### src/huffman_bit_packer_assert.svh
// Assertion helpers for the packer datapath module.
// Both sample on clock and are disabled while reset is high.
`ifndef HUFFMAN_BIT_PACKER_ASSERT_SVH
`define HUFFMAN_BIT_PACKER_ASSERT_SVH

// Check that a condition holds at every edge.
`define HBP_ASSERT(label, prop, msg) \
   label: assert property (@(posedge clock) disable iff (reset) (prop)) \
      else $error(msg);

// Check that the consequent holds whenever the antecedent does.
`define HBP_ASSERT_IMPL(label, ante, cons, msg) \
   label: assert property (@(posedge clock) disable iff (reset) (ante) |-> (cons)) \
      else $error(msg);

`endif

### src/hbp_pkg.sv
package hbp_pkg;

   localparam int MAX_CODE_LEN_DEF  = 32;
   localparam int ALPHABET_SIZE_DEF = 256;

   localparam int OP_W    = 2;
   localparam int SYM_W   = 8;
   localparam int WORD_W  = 32;
   localparam int LEN_W   = 6;
   localparam int BYTE_W  = 8;
   localparam int CNT_W   = 4;
   localparam int ENTRY_W = WORD_W + LEN_W;

   typedef enum logic [OP_W-1:0] {
      OP_LOAD   = 2'd0,
      OP_ENCODE = 2'd1,
      OP_FLUSH  = 2'd2
   } opcode_type;

   typedef enum logic [1:0] {
      ST_IDLE,
      ST_READ,
      ST_PACK,
      ST_FLUSH
   } state_type;

   typedef struct packed {
      logic write;    // store a code entry
      logic capture;  // read the symbol's entry
      logic align;    // left-align the code bits
      logic step;     // pack one chunk, emit a full byte
      logic flush;    // emit the pending byte and clear
   } dp_cmd_type;

   typedef struct packed {
      logic sym_ok;
      logic rem_zero;
      logic full;
      logic out_free;
   } dp_status_type;

endpackage

### src/hbp_ctrl.sv
module hbp_ctrl (
   input  logic                      clock,
   input  logic                      reset,
   input  logic                      req_valid,
   output logic                      req_stall,
   input  logic [hbp_pkg::OP_W-1:0]  req_opcode,
   input  hbp_pkg::dp_status_type    status,
   output hbp_pkg::dp_cmd_type       cmd
);
   import hbp_pkg::*;

   state_type state_ff;
   state_type state_in;
   logic      accept;

   assign accept = (state_ff == ST_IDLE) && req_valid;

   always_ff @(posedge clock) begin
      if (reset) begin
         state_ff <= ST_IDLE;
      end else begin
         state_ff <= state_in;
      end
   end

   always_comb begin
      state_in = state_ff;
      unique case (state_ff)
         ST_IDLE: begin
            if (accept) begin
               unique case (opcode_type'(req_opcode))
                  OP_ENCODE: begin
                     if (status.sym_ok) state_in = ST_READ;
                  end
                  OP_FLUSH: state_in = ST_FLUSH;
                  default:  state_in = ST_IDLE;
               endcase
            end
         end
         ST_READ:  state_in = ST_PACK;
         ST_PACK: begin
            if (status.rem_zero) state_in = ST_IDLE;
         end
         ST_FLUSH: begin
            if (status.out_free) state_in = ST_IDLE;
         end
         default:  state_in = ST_IDLE;
      endcase
   end

   always_comb begin
      req_stall   = (state_ff != ST_IDLE);
      cmd         = '0;
      cmd.write   = accept && (req_opcode == OP_LOAD) && status.sym_ok;
      cmd.capture = accept && (req_opcode == OP_ENCODE) && status.sym_ok;
      unique case (state_ff)
         ST_READ:  cmd.align = 1'b1;
         // hold while a full byte has nowhere to go
         ST_PACK:  cmd.step  = !status.rem_zero && (!status.full || status.out_free);
         ST_FLUSH: cmd.flush = status.out_free;
         default:  cmd.align = 1'b0;
      endcase
   end

endmodule

### config.mk
export PLATFORM = sky130hd
export DESIGN_NAME = hbp_ctrl
export DESIGN_NICKNAME = d
export VERILOG_FILES = /design/src/huffman_bit_packer_assert.svh /design/src/hbp_pkg.sv /design/src/hbp_ctrl.sv
export SDC_FILE = /design/constraint.sdc
export NUM_CORES = 1
export LEC_CHECK = 0
export BUFFER_PORTS_ARGS = -buffer_cell sky130_fd_sc_hd__buf_2
export CAP_MARGIN = 20
export CORE_AREA = 2 2 39 41
export CTS_CLUSTER_SIZE = 20
export DETAILED_ROUTE_END_ITERATION = 16
export DIE_AREA = 0 0 41 43
export GPL_TIMING_DRIVEN = 0
export PLACE_DENSITY = 0.4
export SYNTH_ARGS = -nofsm -noshare
export SYNTH_HDL_FRONTEND = slang
export SYNTH_SLANG_ARGS = --single-unit
### constraint.sdc
create_clock -name clock -period 2.41 [get_ports clock]
set_input_delay 0.3615 -clock clock [delete_from_list [all_inputs] [get_ports clock]]
set_output_delay 0.3615 -clock clock [all_outputs]
set_load 0.03 [all_outputs]
==> flow_summary.json, run 1 <==
{
  "run_status": "complete, no violations",
  "ir_worst_vdd_mv": 0.158,
  "dr.first_iter.drc_count": 1,
  "synth_cell_types": 15,
  "register_with_the_most_flip_flops": "state_ff",
  "use_met2": 0.0750,
  "worst_setup_path_endpoint": "cmd[3]",
  "post-synth-top-area-fraction": 0.200,
  "post-route-drc-count": 0,
  "num_vias": 231,
  "grtUsageTotal": 0.0641,
  "layout.cells.non_filler": 57,
  "report.final.hold_viol_count": 0,
  "post_synth_inst_count": 24,
  "post_drt_via_cell_ratio": 4.05,
  "total_leakage_power_nw": 0.172,
  "critical_path_required_ns": 2.05,
  "netlist_top_cells_area": "dfxtp_1 20%, ha_1 19%, inv_1 9.4%",
  "detailedRoute.firstPassIterationCount": 3,
  "powerDensity_mw_per_mm2": 502,
  "hold_slack_ns": 0.315,
  "fmaxAchievable_mhz": 591,
  "die_area_mm2": 0.00176,
  "timing.setup.critical_path_class": "reg -> out",
  "dp.cells": 54,
  "cp-start-kind": "register",
  "last_weighted_congestion_value_of_the_routability_driven_placer": 0.591,
  "globalRoute.busiestLayer": "met1",
  "worst_slew_margin_rel": 0.820,
  "timing.rr.start": "state_ff[0]",
  "dpl_cell_area_um2": 290,
  "post-cts-setup-buffer-count": 0,
  "grt_pass1_wl_um": 731,
  "reg.largest.list": "state_ff (2)",
  "syn-num-nets": 36,
  "critical_path.reg2reg.endpoint": "state_ff[1]",
  "grt_util_met3": 0.0524,
  "finalInstanceArea_um2": 313,
  "transition_time_of_the_tightest_slew_check_pin_ns": 0.268,
  "fin_setup_tns_ns": 0,
  "antennaDiodeCount": 0,
  "reg2reg_slack_ns": 1.33,
  "portBuffers": 14,
  "setup-violations-final": 0,
  "core_region_area_mm2": 0.00138,
  "top_level_pins": 15,
  "clkSinkCount": 2,
  "layout.cells.most_common_list": "14 x buf_2, 5 x inv_1, 3 x ha_1, 3 x clkbuf_4",
  "yosys_warnings": 0,
  "netlist.top_cell.by_area": "dfxtp_1",
  "worst_setup_hold_path_clk_slew_ns": 0.03,
  "min_period_ns": 1.69,
  "die_span_in_y_um": 43,
  "crit_path_start": "state_ff[1]",
  "initial_core_util": 0.145,
  "worst-r2r-cell-count": 2,
  "report.power.total_uw": 157,
  "nets": 55,
  "worst_hold_path_type": "in -> reg",
  "via_count_of_the_first_global_routing_pass": 193,
  "most_common_cell_after_layout_fill_and_taps_aside": "buf_2",
  "synth.ff_latch_count": 2,
  "dpl.hpwl_um": 378,
  "largest_register_ffs": 2,
  "post-route-period-util": 0.702,
  "synth_area_per_cell_um2": 8.34,
  "final.setup_skew_ns": 0.00524,
  "ctsResizeCount": 0,
  "tritoncts.num_buffers": 3,
  "yosysSeqAreaShare": 0.200,
  "wirelength_per_cell_um": 8.82,
  "finalWirelength_um": 503,
  "grt_max_degree": 7,
  "global_route_total_overflow": 0,
  "layout.filler_cells": 151,
  "report.final.slew_viol_count": 0,
  "cts.path.max_buffers": 2,
  "die_width_um": 41,
  "clock_tree.root_cell": "clkbuf_4",
  "netlist_area_um2": 200,
  "cts_tree": "built",
  "syn_to_final_growth_pct": 56.3,
  "globalRouteMet1Util": 0.0767,
  "hold_buffers": 0,
  "worstPathArrival_ns": 1.33,
  "drive_gt1_frac": 0.463,
  "initial_antenna_violation_count": 0,
  "worstSkewPairLatency_ns": 0.22,
  "std_cell_rows": 14,
  "category_of_the_worst_setup_path_capture_point": "primary output",
  "htreeDepth": 1,
  "unrepaired_setup_endpoints_after_global_routing": "false",
  "drv.max_cap_violation_count": 0,
  "cp_max_fo": 6,
  "postRouteAntennaNets": 0
}
cells by family after synthesis:
kind of cell | after synthesis | share of synthesized area
flip-flops | 2 | 0.200
adder cells (fa/ha/maj) | 3 | 0.188
AO/OA/AOI/OAI | 4 | 0.181
AND/OR/NAND/NOR | 9 | 0.262
buffers and inverters | 5 | 0.0938
multiplexers | 1 | 0.0750
power breakdown:
group / internal [mW] / leakage, nW / switching, mW
clock network: 0.0549 / 0.0138 / 0.0186
logic: 0.0174 / 0.142 / 0.0260
registers: 0.0360 / 0.0164 / 0.00408
total: 0.108 / 0.172 / 0.0488
worst max-delay path, cell delays in order, from the launching register on:
cell	delay (ns)
dfxtp_1	0.35
nor2_1	0.26
inv_1	0.11
nor3_1	0.17
buf_2	0.22
through the flow:
| step | worst slack [ns] | utilization |
|---|---|---|
| floorplan | 0.550 | - |
| global placement | 0.913 | 0.210 |
| detailed placement | 0.937 | 0.210 |
| CTS | 0.707 | 0.226 |
| global route | 0.600 | 0.226 |
| finish | 0.718 | 0.226 |
how the worst min path moves through the flow:
stage / to / slack, ns / from / cells after the start
finish: state_ff[1] / 0.31 / reset / 2
floorplan: state_ff[1] / 0.43 / reset / 1
detailed placement: state_ff[1] / 0.53 / state_ff[1] / 1
global placement: state_ff[1] / 0.55 / state_ff[1] / 1
CTS: state_ff[1] / 0.31 / reset / 2
global route: state_ff[1] / 0.31 / reset / 2
metal layers:
layer,share of wire,vias up
li1,-,118
met1,0.51,98
met2,0.33,15
met3,0.16,0
met4,0,0
met5,0,-
cells in the mapped netlist:
library cell	n
o2111ai_1	1
nor2b_1	2
a221oi_2	1
o211ai_1	1
a21oi_1	1
nand2_1	1
nor4b_1	1
dfxtp_1	2
inv_1	5
and3_1	1
nor3_1	2
nand3b_1	1
mux2_4	1
nor2_1	1
ha_1	3
layout make-up:
type,count,area (um^2),share of cell area
clock buffers,3,22.5,0.0720
inverters,5,18.8,0.0600
multi-input cells,17,141,0.452
flip-flops and latches,2,40.0,0.128
well taps,16,20.0,0.0640
repair buffers,14,70.1,0.224
No activity file was read; power rests on OpenSTA's default activity.
==> run 2: changes to the inputs <==
- PLACE_DENSITY: 0.4 -> 0.41
- clock period: 2.41 -> 1.4 ns (I/O delays scaled with it)
==> flow_summary.json, run 2 (synthesis results as in run 1) <==
{
  "die_area_mm2": 0.00176,
  "nets": 56,
  "detailedRoute.firstPassIterationCount": 2,
  "ir_worst_vdd_mv": 0.269,
  "initial_core_util": 0.145,
  "dp_slack_ns": 0.121,
  "post_drt_via_cell_ratio": 3.72,
  "dpl_cell_area_um2": 307,
  "worstSkewPairLatency_ns": 0.22,
  "setup-violations-final": 0,
  "worst_setup_hold_path_clk_slew_ns": 0.03,
  "register_with_the_most_flip_flops": "state_ff",
  "dp.cells": 54,
  "worstPathArrival_ns": 1.09,
  "layout_setup_ws_ns": 0.0980,
  "dr.first_iter.drc_count": 1,
  "clock_tree.root_cell": "clkbuf_4",
  "drv.max_cap_violation_count": 0,
  "layout.cells.non_filler": 58,
  "largest_register_ffs": 2,
  "top_level_pins": 15,
  "total_leakage_power_nw": 0.183,
  "cts_tree": "built",
  "hold_slack_ns": 0.163,
  "powerDensity_mw_per_mm2": 808,
  "wirelength_per_cell_um": 8.67,
  "category_of_the_worst_setup_path_capture_point": "primary output",
  "post-route-drc-count": 0,
  "crit_path_start": "state_ff[1]",
  "timing.setup.critical_path_class": "reg -> out",
  "std_cell_rows": 14,
  "cp-start-kind": "register",
  "critical_path_required_ns": 1.19,
  "initial_antenna_violation_count": 0,
  "clkSinkCount": 2,
  "die_width_um": 41,
  "global_route_total_overflow": 0,
  "critical_path.slowest_cell": "dfxtp_2",
  "via_count_of_the_first_global_routing_pass": 204,
  "reg.largest.list": "state_ff (2)",
  "timing.rr.start": "state_ff[0]",
  "worst_hold_path_type": "in -> reg",
  "report.power.total_uw": 284,
  "cp_slowest_stage_delay_ns": 0.35,
  "report.final.hold_viol_count": 0,
  "last_weighted_congestion_value_of_the_routability_driven_placer": 0.564,
  "die_span_in_y_um": 43,
  "tritoncts.num_buffers": 3,
  "dpl.hpwl_um": 392,
  "report.final.slew_viol_count": 0,
  "layout.cells.most_common_list": "12 x buf_2, 5 x inv_1, 3 x ha_1, 3 x clkbuf_4, 3 x buf_4",
  "postRouteAntennaNets": 0,
  "grtUsageTotal": 0.0691,
  "grt_pass1_wl_um": 834,
  "path_delay_family": "flip-flops",
  "drive_gt1_frac": 0.619,
  "post-route-period-util": 0.930,
  "finalInstanceArea_um2": 352,
  "syn_to_final_growth_pct": 75.6,
  "cp_max_fo": 6,
  "htreeDepth": 1,
  "final.setup_skew_ns": 0.00423,
  "antennaDiodeCount": 0,
  "portBuffers": 14,
  "cts.path.max_buffers": 2,
  "min_period_ns": 1.30,
  "crit_buf_inv": 2,
  "final_util": 0.254,
  "unrepaired_setup_endpoints_after_global_routing": "false",
  "grt_max_degree": 7,
  "fin_setup_tns_ns": 0,
  "fmaxAchievable_mhz": 768,
  "hold_start": "reset",
  "num_vias": 216,
  "worst_slew_margin_rel": 0.872,
  "transition_time_of_the_tightest_slew_check_pin_ns": 0.191,
  "finalWirelength_um": 503,
  "most_common_cell_after_layout_fill_and_taps_aside": "buf_2",
  "core_region_area_mm2": 0.00138,
  "run_status": "complete, no violations",
  "cp_cell_sequence": "nor2_4 -> inv_1 -> nor3_2 -> buf_4"
}
-- run 2: where the power goes --
group,internal [mW],switching [mW]
combinational,0.0388,0.0487
clock,0.0944,0.0303
sequential,0.0630,0.00909
total,0.196,0.0881
-- run 2: path summary, 6_finish.rpt --
path / depth (start not counted) / slack, ns / endpoint
max reg2reg: 2 / 0.35 / state_ff[1]
max: 4 / 0.1 / cmd[3]
min reg2reg: 1 / 0.51 / state_ff[1]
min: 2 / 0.16 / state_ff[1]
-- run 2: area by class of cell --
cell class	count	area, um^2
multi-input combinational	17	165
fill	156	1030
clock buffer	3	22.5
tap	16	20.0
sequential	2	42.5
inverter	5	18.8
timing repair buffer	15	82.6
-- run 2: per-layer routing --
layer	global-route usage	wire length [um]	up-vias
li1	-	-	120
met1	0.102	260	83
met2	0.0875	187	13
met3	0.0314	55	0
met4	0.0200	0	0
met5	0	0	-
-- run 2: repair_timing --
item                       4_1_cts  5_1_grt
setup buffers                    1        0
resized for setup                3        3
setup endpoints to repair        2        2
pin swaps                        1        1
hold buffers                     0        0
hold endpoints to repair         0        0
